`src/design/bms_pkg.sv`:
```
// ----------------------------------------------------------------------------
// bms_pkg
// Shared types and constants of the byte merge sort unit.
// ----------------------------------------------------------------------------
`default_nettype none

package bms_pkg;

  // Run capacity and derived widths
  localparam int MAX_LEN = 64;
  localparam int ADDR_W  = $clog2(MAX_LEN);
  localparam int CNT_W   = ADDR_W + 1;
  localparam int SUM_W   = CNT_W + 1;

  localparam int VALUE_W = 8;

  typedef logic [CNT_W-1:0]   cnt_t;
  typedef logic [ADDR_W-1:0]  addr_t;
  typedef logic [VALUE_W-1:0] byte_t;

  // Controller states
  typedef enum logic [2:0] {
    S_LOAD,
    S_PASS,
    S_SPAN,
    S_RD,
    S_WR,
    S_EMIT_RD,
    S_EMIT_LD,
    S_EMIT_HOLD
  } state_t;

  // Commands from controller to datapath
  typedef struct packed {
    logic load;       // input item accepted
    logic sort_init;  // start of sort: first pass, span at 0
    logic span_init;  // set up next span of the pass
    logic pass_next;  // pass finished: swap buffers, double width
    logic merge_wr;   // write one merged byte
    logic emit_init;  // start reading the sorted run
    logic emit_ld;    // load output register
    logic emit_next;  // output taken, step to next byte
    logic run_clr;    // clear count and drop flag
  } cmd_t;

  // Status from datapath to controller
  typedef struct packed {
    logic pass_more;  // width below run length
    logic span_more;  // span start below run length
    logic span_end;   // current write is the last of the span
    logic emit_last;  // current emit byte is the last of the run
  } sts_t;

endpackage

`default_nettype wire

```
`src/design/bms_ctrl.sv`:
```
// ----------------------------------------------------------------------------
// bms_ctrl
// Sequencer: load, bottom-up merge passes, and byte-by-byte emission.
// ----------------------------------------------------------------------------
`default_nettype none

module bms_ctrl
  import bms_pkg::*;
(
  input  wire       clk,
  input  wire       rst_n,
  input  wire       in_valid,
  input  wire       in_last,
  input  wire       out_ready,
  input  wire sts_t sts,
  output logic      in_ready,
  output logic      out_valid,
  output cmd_t      cmd
);

  state_t state_r, state_nxt;

  // State register
  always_ff @(posedge clk) begin
    if (!rst_n) begin
      state_r <= S_LOAD;
    end else begin
      state_r <= state_nxt;
    end
  end

  // Next state and commands
  always_comb begin
    state_nxt = state_r;
    cmd       = '0;
    in_ready  = 1'b0;
    out_valid = 1'b0;
    case (state_r)
      S_LOAD: begin
        in_ready = 1'b1;
        if (in_valid) begin
          cmd.load = 1'b1;
          if (in_last) begin
            cmd.sort_init = 1'b1;
            state_nxt     = S_PASS;
          end
        end
      end
      S_PASS: begin
        if (sts.pass_more) begin
          state_nxt = S_SPAN;
        end else begin
          cmd.emit_init = 1'b1;
          state_nxt     = S_EMIT_RD;
        end
      end
      S_SPAN: begin
        if (sts.span_more) begin
          cmd.span_init = 1'b1;
          state_nxt     = S_RD;
        end else begin
          cmd.pass_next = 1'b1;
          state_nxt     = S_PASS;
        end
      end
      S_RD: begin
        state_nxt = S_WR;
      end
      S_WR: begin
        cmd.merge_wr = 1'b1;
        state_nxt    = sts.span_end ? S_SPAN : S_RD;
      end
      S_EMIT_RD: begin
        state_nxt = S_EMIT_LD;
      end
      S_EMIT_LD: begin
        cmd.emit_ld = 1'b1;
        state_nxt   = S_EMIT_HOLD;
      end
      S_EMIT_HOLD: begin
        out_valid = 1'b1;
        if (out_ready) begin
          if (sts.emit_last) begin
            cmd.run_clr = 1'b1;
            state_nxt   = S_LOAD;
          end else begin
            cmd.emit_next = 1'b1;
            state_nxt     = S_EMIT_RD;
          end
        end
      end
      default: begin
        state_nxt = S_LOAD;
      end
    endcase
  end

endmodule

`default_nettype wire

```
`config.mk`:
```
export PLATFORM = sky130hd
export DESIGN_NAME = bms_ctrl
export DESIGN_NICKNAME = d
export VERILOG_FILES = /design/src/design/bms_pkg.sv /design/src/design/bms_ctrl.sv
export SDC_FILE = /design/constraint.sdc
export NUM_CORES = 1
export LEC_CHECK = 0
export BUFFER_PORTS_ARGS = -buffer_cell sky130_fd_sc_hd__buf_2
export CAP_MARGIN = 40
export CELL_PAD_IN_SITES_DETAIL_PLACEMENT = 1
export CELL_PAD_IN_SITES_GLOBAL_PLACEMENT = 2
export CORE_MARGIN = 2
export CORE_UTILIZATION = 20
export CTS_CLUSTER_DIAMETER = 200
export DETAILED_ROUTE_END_ITERATION = 8
export PLACE_DENSITY = 0.73
export SKIP_CTS_REPAIR_TIMING = 1
export SLEW_MARGIN = 20
export SYNTH_ARGS = -nofsm -noshare
export SYNTH_HDL_FRONTEND = slang
export SYNTH_SLANG_ARGS = --single-unit
```
`constraint.sdc`:
```
create_clock -name clk -period 1.95 [get_ports clk]
set_input_delay 0 -clock clk [delete_from_list [all_inputs] [get_ports clk]]
set_output_delay 0 -clock clk [all_outputs]
set_load 0.01 [all_outputs]
```
Yosys cells after proc, flatten, opt, wreduce, memory -nomap -nowiden
Cells that the tools add are included.
{ "totals": {"regBits": 3} }
{ "op_classes": {"eq_ne": 10, "reduce_logical": 2, "muxes": 24} }
{ "ops": {"columns": ["cell", "n"], "rows": [
  ["3-bit one-hot mux with 8 select lines", 1],
  ["3-bit 2-to-1 mux", 5],
  ["3-bit == test, second input constant", 4],
  ["1-bit 2-to-1 mux", 12],
  ["2-bit 2-to-1 mux", 6],
  ["3-bit by 2-bit == test with 1-bit output, second input constant", 2],
  ["2-bit inequality test, second input constant", 3],
  ["3-bit by 1-bit == test with 1-bit output, second input constant", 1],
  ["3-bit logical NOT", 1],
  ["3-bit AND reduction", 1]
]} }

Longest topological paths before layout
{ "logic_depth": {"depth_word": 3, "ltp_mapped": 4, "ltp_nobuf": 3} }

Least setup slack after synthesis
OpenSTA, ideal clock, no wires.
{ "synth_path": {"path_kind": "reg-to-reg", "startpoint": "register state_r[2]", "endpoint": "register state_r[0]", "path_stages_with_launch": 5, "setup_time_ns": 0.115, "t_arrival_ns": 0.961, "setup_slack_ns": 0.874, "path_cell_list": "dfxtp_1 -> buf_6 -> nor3_2 -> nand2_1 -> and3_1"} }
{ "synth_between": {"elab_chain_len": 3, "word_cells_on_any_way": 13} }
{ "synth_lines": {"columns": ["item", "line", "source"], "rows": [
  ["start: declaration", "bms_ctrl.sv:21", "state_t state_r, state_nxt;"],
  ["start signal: assignment", "bms_ctrl.sv:28", "state_r <= state_nxt;"],
  ["3-bit == test / 3-bit logical NOT (equally long branches)", "bms_ctrl.sv:38", "case (state_r)"],
  ["2-bit inequality test (no source line)", null, null],
  ["3-bit AND reduction (no source line)", null, null]
]} }
Parallel ways exist; a longest one is shown, timed or not.
A chain may end at the register's enable or synchronous reset.

==> flow_summary.yaml <==
status:
  status: "complete, no violations"
floorplan:
  core_sq_um: 1330
  die_h_um: 42.4
  die_area_sq_um: 1800
  ios: 20
  num_rows: 13
  initial_core_util_pct: 22.1
  die_w_um: 42.4
place:
  hpwl_um: 631
  placed_cell_area_sq_um: 379
  portBuffers: 19
  gp_congestion: 0.722
pwr:
  leakage_nw: 0.209
  pwr_density_cell_nw_per_um2: 665
  irDropWorstVdd_uv: 205
setup_path:
  cp_cell_sequence: "and3_4, and3_4, buf_2"
  startpoint_type: "register"
  crit_fanout: 15
  path_common_cell: "and3_4"
  crit_path_end_kind: "output pin"
  r2r_cells: 3
  arrival_ps: 1420
  crit_cells: 3
  critical_path.max_stage_delay_ps: 620
  critical_path_class: "register to output pin"
  cpMaxStageDelayCell: "dfxtp_1"
  cp_data_required_time_ps: 1950
  path_delay_family: "flip-flops"
  worst-path-buf-inv: 1
drt:
  post_drt_wl_per_cell_um: 11.4
  drc: 0
  vias: 328
  routed_wl_um: 811
  dr.pass1.iters: 1
  postRouteAntennaNets: 0
  via_per_inst: 4.62
  drt_iter0_markers: 0
sta:
  tns_ps: 0
  fmax_mhz: 703
  rsz0062_at_grt: "no"
  slew_viol_final: 0
  layout_worst_path_cycle_share_pct: 73.0
  slew_headroom_pct: 67.1
  tightest_slew_ps: 493
  hold_viol: 0
  setup_violations: 0
  finClkSkew_ps: 1.77
  period_needed_ps: 1420
global_routing:
  grt-ovfl-total: 0
  grt_antenna_before_repair: 0
  grtUsageTotal_pct: 9.56
  grt_max_degree: 16
  grt_pass1_wl_mm: 1.28
  grt_pass1_vias: 313
final_layout:
  layout_commonest_cell: "buf_2"
  final_core_util_pct: 30.4
  top_register: "state_r"
  final_nets: 66
  drive_gt1_share_pct: 50.0
  reg_top3: "state_r (3)"
  largest_reg_flops: 3
  antenna_cells: 0
  final_cell_mix: "buf_2 (19), nand2_1 (4), and3_1 (3), clkbuf_4 (3), dfxtp_1 (3)"
  fin_area_sq_um: 405
  area_delta_synth_final_pct: 37.3
synth:
  yosysUniqueCellTypes: 22
  syn-num-nets: 45
  postSynthAreaPerCell_sq_um: 8.20
  synth_cells: 36
  ys_ff_latch: 3
  ys_seq_area_share_pct: 20.3
  netlist_area_sq_um: 295
  synth_warnings: 0
cts:
  cts.sinks: 3
  cts_max_level: 1
  cts_buffer_depth: 2
  cts_tree: "yes"
  clk-insertion-delay-late_ps: 230
  clkSlewWorstSetupHoldPaths_ps: 40
  ctsRootBufferMaster: "clkbuf_4"
  cts_buffers: 3
worst_hold_path:
  min_path_cells: 2
  hold_path_class: "input pin to register"
job:
  maxCapViolCount: 0
path summary, 6_finish.rpt:
kind	startpoint	to	slack, ps
max	state_r[0]$_SDFFE_PN0P_	cmd[0]	530
min	rst_n	state_r[1]$_SDFFE_PN0P_	3
max reg2reg	state_r[2]$_SDFFE_PN0P_	state_r[0]$_SDFFE_PN0P_	680
min reg2reg	state_r[1]$_SDFFE_PN0P_	state_r[2]$_SDFFE_PN0P_	690
per-layer routing:
metal | share of wire (%) | GRT usage [%] | vias up
met1 | 48 | 12.5 | 145
met5 | 0 | 0 | -
met2 | 44 | 13.5 | 13
li1 | - | - | 168
met4 | 2.3 | 7.50 | 0
met3 | 5.9 | 1.72 | 2
per-stage QoR:
step	cells	total power [mW]	hold slack [ps]	setup slack, ps
detailed placement	67	0.162	243	697
CTS	71	0.274	3.60	510
global route	71	0.289	28.2	448
floorplan	36	0.137	35.6	874
finish	71	0.270	3.39	527
global placement	67	0.161	244	720
cells by family (layout without fill, tap and decap cells):
kind of cell,after synthesis,in the layout,synth area share (%)
compound gates,7,7,16.5
simple gates,23,23,53.0
flops,3,3,20.3
buf+inv,3,23,10.2
cells in the mapped netlist:
cell,n,share of area (%)
buf_4,1,2.5
and3_1,3,6.4
nor3_2,2,6.8
o22a_1,1,3.0
o21a_1,1,2.5
and2b_1,1,2.5
o2bb2ai_1,1,3.0
nor3_1,2,3.4
nor4b_1,1,3.0
o21ai_0,1,1.7
nand2_1,4,5.1
buf_6,2,7.6
o32ai_1,1,3.0
nor2_1,2,2.5
and2_1,1,2.1
and3_4,2,7.6
nand2_2,1,2.1
nand2b_1,1,2.1
nor2b_1,2,4.2
dfxtp_1,3,20
a21oi_1,2,3.4
nor4b_2,1,5.1
power by group:
part           leakage, nW  switching, mW  internal [mW]
Combinational        0.169         0.0336         0.0372
Sequential          0.0245         0.0208         0.0676
Clock               0.0150         0.0337         0.0768
Total                0.209         0.0881          0.182
layout make-up:
class	count	area (sq um)
multi-input combinational	30	205
sequential	3	60.1
clock buffer	4	26.3
timing repair buffer	19	95.1
tap	15	18.8
fill	177	928
No activity file was read; power rests on OpenSTA's default activity.
