==> src/design/bms_pkg.sv <==
// ----------------------------------------------------------------------------
// bms_pkg
// Shared types and constants of the byte merge sort unit.
// ----------------------------------------------------------------------------
`default_nettype none

package bms_pkg;

  // Run capacity and derived widths
  localparam int MAX_LEN = 64;
  localparam int ADDR_W  = $clog2(MAX_LEN);
  localparam int CNT_W   = ADDR_W + 1;
  localparam int SUM_W   = CNT_W + 1;

  localparam int VALUE_W = 8;

  typedef logic [CNT_W-1:0]   cnt_t;
  typedef logic [ADDR_W-1:0]  addr_t;
  typedef logic [VALUE_W-1:0] byte_t;

  // Controller states
  typedef enum logic [2:0] {
    S_LOAD,
    S_PASS,
    S_SPAN,
    S_RD,
    S_WR,
    S_EMIT_RD,
    S_EMIT_LD,
    S_EMIT_HOLD
  } state_t;

  // Commands from controller to datapath
  typedef struct packed {
    logic load;       // input item accepted
    logic sort_init;  // start of sort: first pass, span at 0
    logic span_init;  // set up next span of the pass
    logic pass_next;  // pass finished: swap buffers, double width
    logic merge_wr;   // write one merged byte
    logic emit_init;  // start reading the sorted run
    logic emit_ld;    // load output register
    logic emit_next;  // output taken, step to next byte
    logic run_clr;    // clear count and drop flag
  } cmd_t;

  // Status from datapath to controller
  typedef struct packed {
    logic pass_more;  // width below run length
    logic span_more;  // span start below run length
    logic span_end;   // current write is the last of the span
    logic emit_last;  // current emit byte is the last of the run
  } sts_t;

endpackage

`default_nettype wire

==> src/design/bms_datapath.sv <==
// ----------------------------------------------------------------------------
// bms_datapath
// Two byte buffers, merge pointers and the output register.
// ----------------------------------------------------------------------------
`default_nettype none

module bms_datapath
  import bms_pkg::*;
(
  input  wire        clk,
  input  wire        rst_n,
  input  wire cmd_t  cmd,
  input  wire byte_t in_value,
  output sts_t       sts,
  output byte_t      out_sorted_value,
  output logic       out_end_of_run,
  output logic       out_overflow
);

  // Buffers: mem0 is the run buffer, mem1 the scratch buffer
  byte_t mem0 [MAX_LEN];
  byte_t mem1 [MAX_LEN];

  cnt_t  count_r;
  logic  dropped_r;
  cnt_t  w_r, lo_r, mid_r, hi_r, a_r, b_r, o_r;
  logic  src_sel_r;   // 0: read mem0, write mem1
  byte_t rd0a_r, rd0b_r, rd1a_r, rd1b_r;
  byte_t out_value_r;
  logic  out_end_r, out_ovf_r;

  logic  full;
  logic  [SUM_W-1:0] mid_sum, hi_sum;
  cnt_t  mid_new, hi_new;
  byte_t src_a, src_b;
  logic  take_a;
  byte_t merge_val;
  cnt_t  a_inc;

  assign full = (count_r >= cnt_t'(MAX_LEN));

  // Span bounds clipped to run length
  assign mid_sum = {1'b0, lo_r} + {1'b0, w_r};
  assign hi_sum  = {1'b0, lo_r} + {w_r, 1'b0};
  assign mid_new = (mid_sum > {1'b0, count_r}) ? count_r : mid_sum[CNT_W-1:0];
  assign hi_new  = (hi_sum  > {1'b0, count_r}) ? count_r : hi_sum[CNT_W-1:0];

  // Merge choice; equal keys take the right-hand element
  assign src_a     = src_sel_r ? rd1a_r : rd0a_r;
  assign src_b     = src_sel_r ? rd1b_r : rd0b_r;
  assign take_a    = (a_r < mid_r) && ((b_r >= hi_r) || (src_a < src_b));
  assign merge_val = take_a ? src_a : src_b;
  assign a_inc     = a_r + cnt_t'(1);

  // Status
  assign sts.pass_more = (w_r < count_r);
  assign sts.span_more = (lo_r < count_r);
  assign sts.span_end  = ((o_r + cnt_t'(1)) == hi_r);
  assign sts.emit_last = (a_inc == count_r);

  // Run buffer: loaded from input, or merge target on odd passes
  always_ff @(posedge clk) begin
    if (cmd.load && !full) begin
      mem0[count_r[ADDR_W-1:0]] <= in_value;
    end else if (cmd.merge_wr && src_sel_r) begin
      mem0[o_r[ADDR_W-1:0]] <= merge_val;
    end
    rd0a_r <= mem0[a_r[ADDR_W-1:0]];
    rd0b_r <= mem0[b_r[ADDR_W-1:0]];
  end

  // Scratch buffer: merge target on even passes
  always_ff @(posedge clk) begin
    if (cmd.merge_wr && !src_sel_r) begin
      mem1[o_r[ADDR_W-1:0]] <= merge_val;
    end
    rd1a_r <= mem1[a_r[ADDR_W-1:0]];
    rd1b_r <= mem1[b_r[ADDR_W-1:0]];
  end

  // Run length and drop flag
  always_ff @(posedge clk) begin
    if (!rst_n) begin
      count_r   <= '0;
      dropped_r <= 1'b0;
    end else if (cmd.run_clr) begin
      count_r   <= '0;
      dropped_r <= 1'b0;
    end else if (cmd.load) begin
      if (full) begin
        dropped_r <= 1'b1;
      end else begin
        count_r <= count_r + cnt_t'(1);
      end
    end
  end

  // Pass and span pointers
  always_ff @(posedge clk) begin
    if (!rst_n) begin
      src_sel_r <= 1'b0;
      w_r       <= '0;
      lo_r      <= '0;
      mid_r     <= '0;
      hi_r      <= '0;
      a_r       <= '0;
      b_r       <= '0;
      o_r       <= '0;
    end else begin
      if (cmd.sort_init) begin
        src_sel_r <= 1'b0;
        w_r       <= cnt_t'(1);
        lo_r      <= '0;
      end
      if (cmd.pass_next) begin
        src_sel_r <= ~src_sel_r;
        w_r       <= {w_r[CNT_W-2:0], 1'b0};
        lo_r      <= '0;
      end
      if (cmd.span_init) begin
        mid_r <= mid_new;
        hi_r  <= hi_new;
        a_r   <= lo_r;
        b_r   <= mid_new;
        o_r   <= lo_r;
      end
      if (cmd.merge_wr) begin
        o_r <= o_r + cnt_t'(1);
        if (take_a) begin
          a_r <= a_inc;
        end else begin
          b_r <= b_r + cnt_t'(1);
        end
        if (sts.span_end) begin
          lo_r <= hi_r;
        end
      end
      if (cmd.emit_init) begin
        a_r <= '0;
      end
      if (cmd.emit_next) begin
        a_r <= a_inc;
      end
    end
  end

  // Output register
  always_ff @(posedge clk) begin
    if (cmd.emit_ld) begin
      out_value_r <= src_a;
      out_end_r   <= sts.emit_last;
      out_ovf_r   <= dropped_r;
    end
  end

  assign out_sorted_value = out_value_r;
  assign out_end_of_run   = out_end_r;
  assign out_overflow     = out_ovf_r;

endmodule

`default_nettype wire
==> config.mk <==
export PLATFORM = sky130hd
export DESIGN_NAME = bms_datapath
export DESIGN_NICKNAME = d
export VERILOG_FILES = /design/src/design/bms_pkg.sv /design/src/design/bms_datapath.sv
export SDC_FILE = /design/constraint.sdc
export NUM_CORES = 2
export LEC_CHECK = 0
export ABC_CLOCK_PERIOD_IN_PS = 6200
export BUFFER_PORTS_ARGS = -buffer_cell sky130_fd_sc_hd__buf_2
export CORE_ASPECT_RATIO = 2
export CORE_MARGIN = 4
export CORE_UTILIZATION = 35
export CTS_CLUSTER_DIAMETER = 150
export DETAILED_ROUTE_END_ITERATION = 10
export PLACE_DENSITY = 0.51
export SETUP_SLACK_MARGIN = 0.05
export SLEW_MARGIN = 15
export SYNTH_ARGS = -nofsm -noshare
export SYNTH_HDL_FRONTEND = slang
export SYNTH_SLANG_ARGS = --single-unit
==> constraint.sdc <==
create_clock -name clk -period 6.2 [get_ports clk]
set_input_delay 0.62 -clock clk [delete_from_list [all_inputs] [get_ports clk]]
set_output_delay 0.62 -clock clk [all_outputs]
set_load 0.05 [all_outputs]
[Word-level counts from Yosys, hierarchy flattened]
Memories as Yosys holds them, arrays and structs flattened. A register that Yosys moved wholly into a read port is not among the register bits.
Cells that the tools add are included.
Storage, ports and cells
  register bits: 68
  memories: 2
  logic and storage cells: 82
  output and inout bits: 14
  memory bits (read-only): 0
  RAM bits: 1024
  bits in latches: 0
Memory list
  mem0: words 64, bits a word 8, rd ports 2, clocked after Yosys merged registers in 2, write ports 1, RTL line bms_datapath.sv:21  | byte_t mem0 [MAX_LEN];
  mem1: words 64, bits a word 8, rd ports 2, clocked after Yosys merged registers in 2, write ports 1, RTL line bms_datapath.sv:22  | byte_t mem1 [MAX_LEN];
Operators by class
  reduce and logical (&&, ||, !) cells: 14
  muxes and demuxes: 33
  div/mod/pow operators: 0
  $add $sub $neg: 6
  equal/unequal tests: 2
  bitwise logic cells: 3
  shift-type cells: 0
  multipliers: 0
  magnitude comparators: 8
Operators with widths (number)
  two-way mux 7 bit: 18
  two-way mux 8 bit: 4
  adder 7 x 1 -> 7 bit (second input constant): 4
  less-than comparator 7 bit: 3
  greater-than comparator 8 x 7 -> 1 bit: 2
  == test 7 bit: 2
  two-way mux 1 bit: 10
  adder 7 x 7 -> 8 bit: 1
  adder 7 x 8 -> 8 bit: 1
  less-than comparator 8 bit: 1
  OR reduction 8 bit: 1
  >= comparator 7 bit: 1
  >= comparator 7 bit (second input constant): 1
  two-way mux 6 bit: 1
  logical AND 1 bit: 4
  AND reduction 2 bit: 2
  nonzero test 2 bit: 2
  OR reduction 2 bit: 2
  NOT 1 bit: 3
  logical NOT 1 bit: 2
  logical OR 1 bit: 1

[Longest topological paths before layout]
  word-level depth: 8
  depth in mapped cells: 14
  mapped depth without buffers: 14

[Worst setup path after synthesis]
OpenSTA, ideal clock, no wires.
  path type: reg2reg
  start point: reg src_sel_r
  end point: mem mem0[0][1] (netlist name), data pin
  setup time: 0.289 ns
  buffers on the path: 4
  data required time: 5.911 ns
  setup slack: 1.380 ns
  stages on the path, launching flop included: 13
  clock period less this slack: 4.820 ns
  arrival time: 4.531 ns
  path through: dfxtp_1 buf_2 buf_1 buf_1 mux2i_1 ha_1 nand2_1 nor3_1 o22ai_1 a221oi_2 clkbuf_1 o31a_1 mux2_2
On the way
  longest elaborated chain between the ends: 6
  elaborated cells between the ends (all ways): 12
Ends and longest elaborated chain
  from (decl): RTL line bms_datapath.sv:27  | logic src_sel_r;
  from (signal assigned): RTL line bms_datapath.sv:116  | src_sel_r <= ~src_sel_r;
  two-way mux 8 bit, on equally long branches: RTL line bms_datapath.sv:49, bms_datapath.sv:50
  less-than comparator 8 bit: RTL line bms_datapath.sv:51  | assign take_a = (a_r < mid_r) && ((b_r >= hi_r) || (src_a < src_b));
  logical OR 1 bit: RTL line bms_datapath.sv:51
  logical AND 1 bit: RTL line bms_datapath.sv:51
  two-way mux 8 bit (*): RTL line bms_datapath.sv:52  | assign merge_val = take_a ? src_a : src_b;
  via merge_val[1]: RTL line bms_datapath.sv:37  | byte_t merge_val;
  two-way mux 8 bit (no line) (*)
  to (decl): RTL line bms_datapath.sv:21
The timed path passes the listed nets; every way through them passes the cells marked *.

==> results.ini <==
[status]
status = finished clean

[final_layout]
nets = 3308
drive_above_1_share_pct = 26.1
post-route-cell-area_sq_mm = 0.0604
fin_util_pct = 39.4
syn2layout_area_growth_pct = 11.7

[power]
p_leak_uw = 0.0181
p_comb_share_pct = 19.3
swShare_pct = 28.0
peakVddDrop_mv = 0.341
pwr-share-seq_pct = 46.9
p_switching_uw = 5550
p_clk_share_pct = 33.8
pwr_density_cell_mw_per_mm2 = 328
p_int_uw = 14200
total_power_uw = 19800

[detailed_routing]
drc = 0
drtPass1Iterations = 6
drt_iter0_markers = 2555
avgViaCountPerCell = 5.84
wl_per_cell_microns = 34.0
via_count = 31300
ant_nets = 0
drt_wl_total_mm = 182

[clocking]
ctsHoldBuffers = 0
cts_tree = yes
cts.clk_slew.worst_paths_ns = 0.07
clk_latency_ns = 0.73
cts.root.buffer_cell = clkbuf_16
cts_setup_buffers = 0
htree_levels = 3
cts_buffers = 102
clock_sink_count = 1124
cts_max_path_buffers = 3
post_cts_resized = 0

[yosys]
synthesis.area_sq_mm = 0.0541
syn_inst = 3200
yosys.area.top_type = edfxtp_1
yosys.area.top_type_share_pct = 57.4
yosysUniqueCellTypes = 64
synth_edf_count = 1034
yosysSeqAreaShare_pct = 60.8
synth_area_leaders = edfxtp_1, mux4_2, mux2i_1
synth-async-reset-ratio_pct = 0
syn_area_per_cell_sq_um = 16.9
synth.most_common_cell = edfxtp_1
syn_nets = 3284
yosys_warnings = 0
synth-seq-cells = 1124
ys.flop_type = edfxtp_1
synthTopCellsByCount = edfxtp_1, mux4_2, mux2i_1, nor2_1, a21oi_1

[sta]
fin_skew_ns = 0.0415
rsz0062_at_grt = no
period_needed_ns = 4.50
slew_violations = 0
relSlewSlack_pct = 17.5
finalSetupViolations = 0
fin_crit_sh_pct = 72.5
hold_violations = 0
fin_setup_tns_ns = 0
tightest_slew_ns = 1.23
holdWs_ns = 0.118
max_freq_mhz = 222

[setup_path]
cp_slowest_cell = dfxtp_4
path_class = reg -> out
critPathMaxFanout = 58
setup.worst_path.start = a_r[1]
reg2regPathDepth = 7
crit_buf_inv = 3
r2r-start = a_r[1]
crit_required_ns = 5.58
endpoint_kind = output port
crit_chain = buf_4, nand2_4, buf_12, xnor2_1, nand3b_1, a211oi_1, buf_2
crit_cells = 7
endpoint = sts[0]
r2r_slack_ns = 2.19
worstReg2RegEnd = rd1a_r[3]
slowest_delay_ns = 0.71
start_kind = register
worstPathArrival_ns = 3.88
crit_family = buffers and inverters

[placement]
place.detailed.hpwl_mm = 122
portBuffers = 32
dpl_cell_area_sq_mm = 0.0569
gp_congestion = 0.872

[global_route]
gr-total-overflow = 0
antenna_found_initial = 12
grt_pass1_wl_mm = 254
grt_max_degree = 124
grt_pass1_vias = 33100
grt_usage_pct = 22.4

[die]
initial_core_util_pct = 35.3
core_sq_mm = 0.153
dieHeight_microns = 564
row_count = 203
die_area_sq_mm = 0.161
die_width_microns = 286
io_pins = 33

[flow_run]
max-cap-violations = 0

[hold_path]
hold_class = in -> reg

[cells by family after synthesis]
group	count (synthesis)	synth area share [%]
DFF	1124	60.8
muxes	792	26.0
AOI/OAI and AO/OA	488	5.60
and+or+nand+nor	427	3.48
buffers and inverters	274	2.16
adders and majority gates	65	1.53
xor gates and xnor gates	30	0.486
[flip-flops by register name (all words and copies together) (netlist names), 7 cells and up]
signal,cells
b_r,7
mem1,512
lo_r,7
out_sorted_value,8
mid_r,7
a_r,7
rd0a_r,8
mem0,512
count_r,7
hi_r,7
rd0b_r,8
rd1b_r,8
o_r,7
rd1a_r,8
w_r,7
[layout by cell type (no fill, tap or decap), types with 7 or more instances in the layout]
cell type	count
clkinvlp_4	8
buf_2	32
dfxtp_4	8
nor2_1	177
edfxtp_1	1034
a21oi_1	174
nor3b_1	13
nand2_1	122
mux2_1	47
diode_2	8
nand3_1	38
buf_12	13
dfxtp_1	82
o221ai_1	69
o31a_2	7
nand4_1	9
mux4_2	480
mux2_2	39
nor2b_1	14
a21o_1	10
clkinv_2	13
clkbuf_16	104
bufinv_16	13
clkinv_4	8
o21ai_0	37
buf_4	111
clkinv_1	13
clkbuf_1	18
o21ai_1	69
a211oi_1	13
xnor2_1	25
nand3b_1	7
nor3_1	16
ha_1	63
inv_1	37
mux2i_1	226
o22ai_1	68
nand2b_1	7
[worst min-delay path by stage]
stage	startpoint	to	depth (start not counted)
CTS	cmd[3]	a_r[0]	2
detailed placement	dropped_r	out_overflow	0
global placement	dropped_r	out_overflow	0
global route	cmd[3]	a_r[0]	2
floorplan	dropped_r	out_overflow	0
finish	cmd[3]	a_r[0]	2
[power groups by stage]
| stage | clock (uW) | sequential [uW] | combinational, uW |
|---|---|---|---|
| floorplan | 0 | 9350 | 2470 |
| global placement | 0 | 9440 | 3860 |
| detailed placement | 0 | 9440 | 3880 |
| CTS | 6820 | 9280 | 3880 |
| global route | 7100 | 9290 | 4010 |
| finish | 6700 | 9280 | 3820 |
[area by class of cell]
class                           instances  area, sq um
Tap cell                             2050         2560
Sequential cell                      1124        32900
Fill cell                           13900        92800
Clock inverter                         61          702
Inverter                               38          143
Timing Repair Buffer                  156         1250
Clock buffer                          128         2750
Antenna cell                            8         20.0
Multi-Input combinational cell       1802        20100
[per-layer routing]
layer / global-route usage, % / up-vias / part of all wire [%]
li1: - / 13300 / -
met1: 22.7 / 16700 / 33
met2: 43.3 / 933 / 56
met3: 2.54 / 350 / 3.8
met4: 13.9 / 6 / 7.2
met5: 0 / - / 0.021
[per-stage QoR]
stage	setup slack (ns)	cells
final	1.70	5367
after global routing	1.67	5361
after CTS	1.72	5359
after detailed placement	2.24	5170
after global placement	2.29	5170
after floorplan	1.38	3200
No activity file was read; power rests on OpenSTA's default activity.
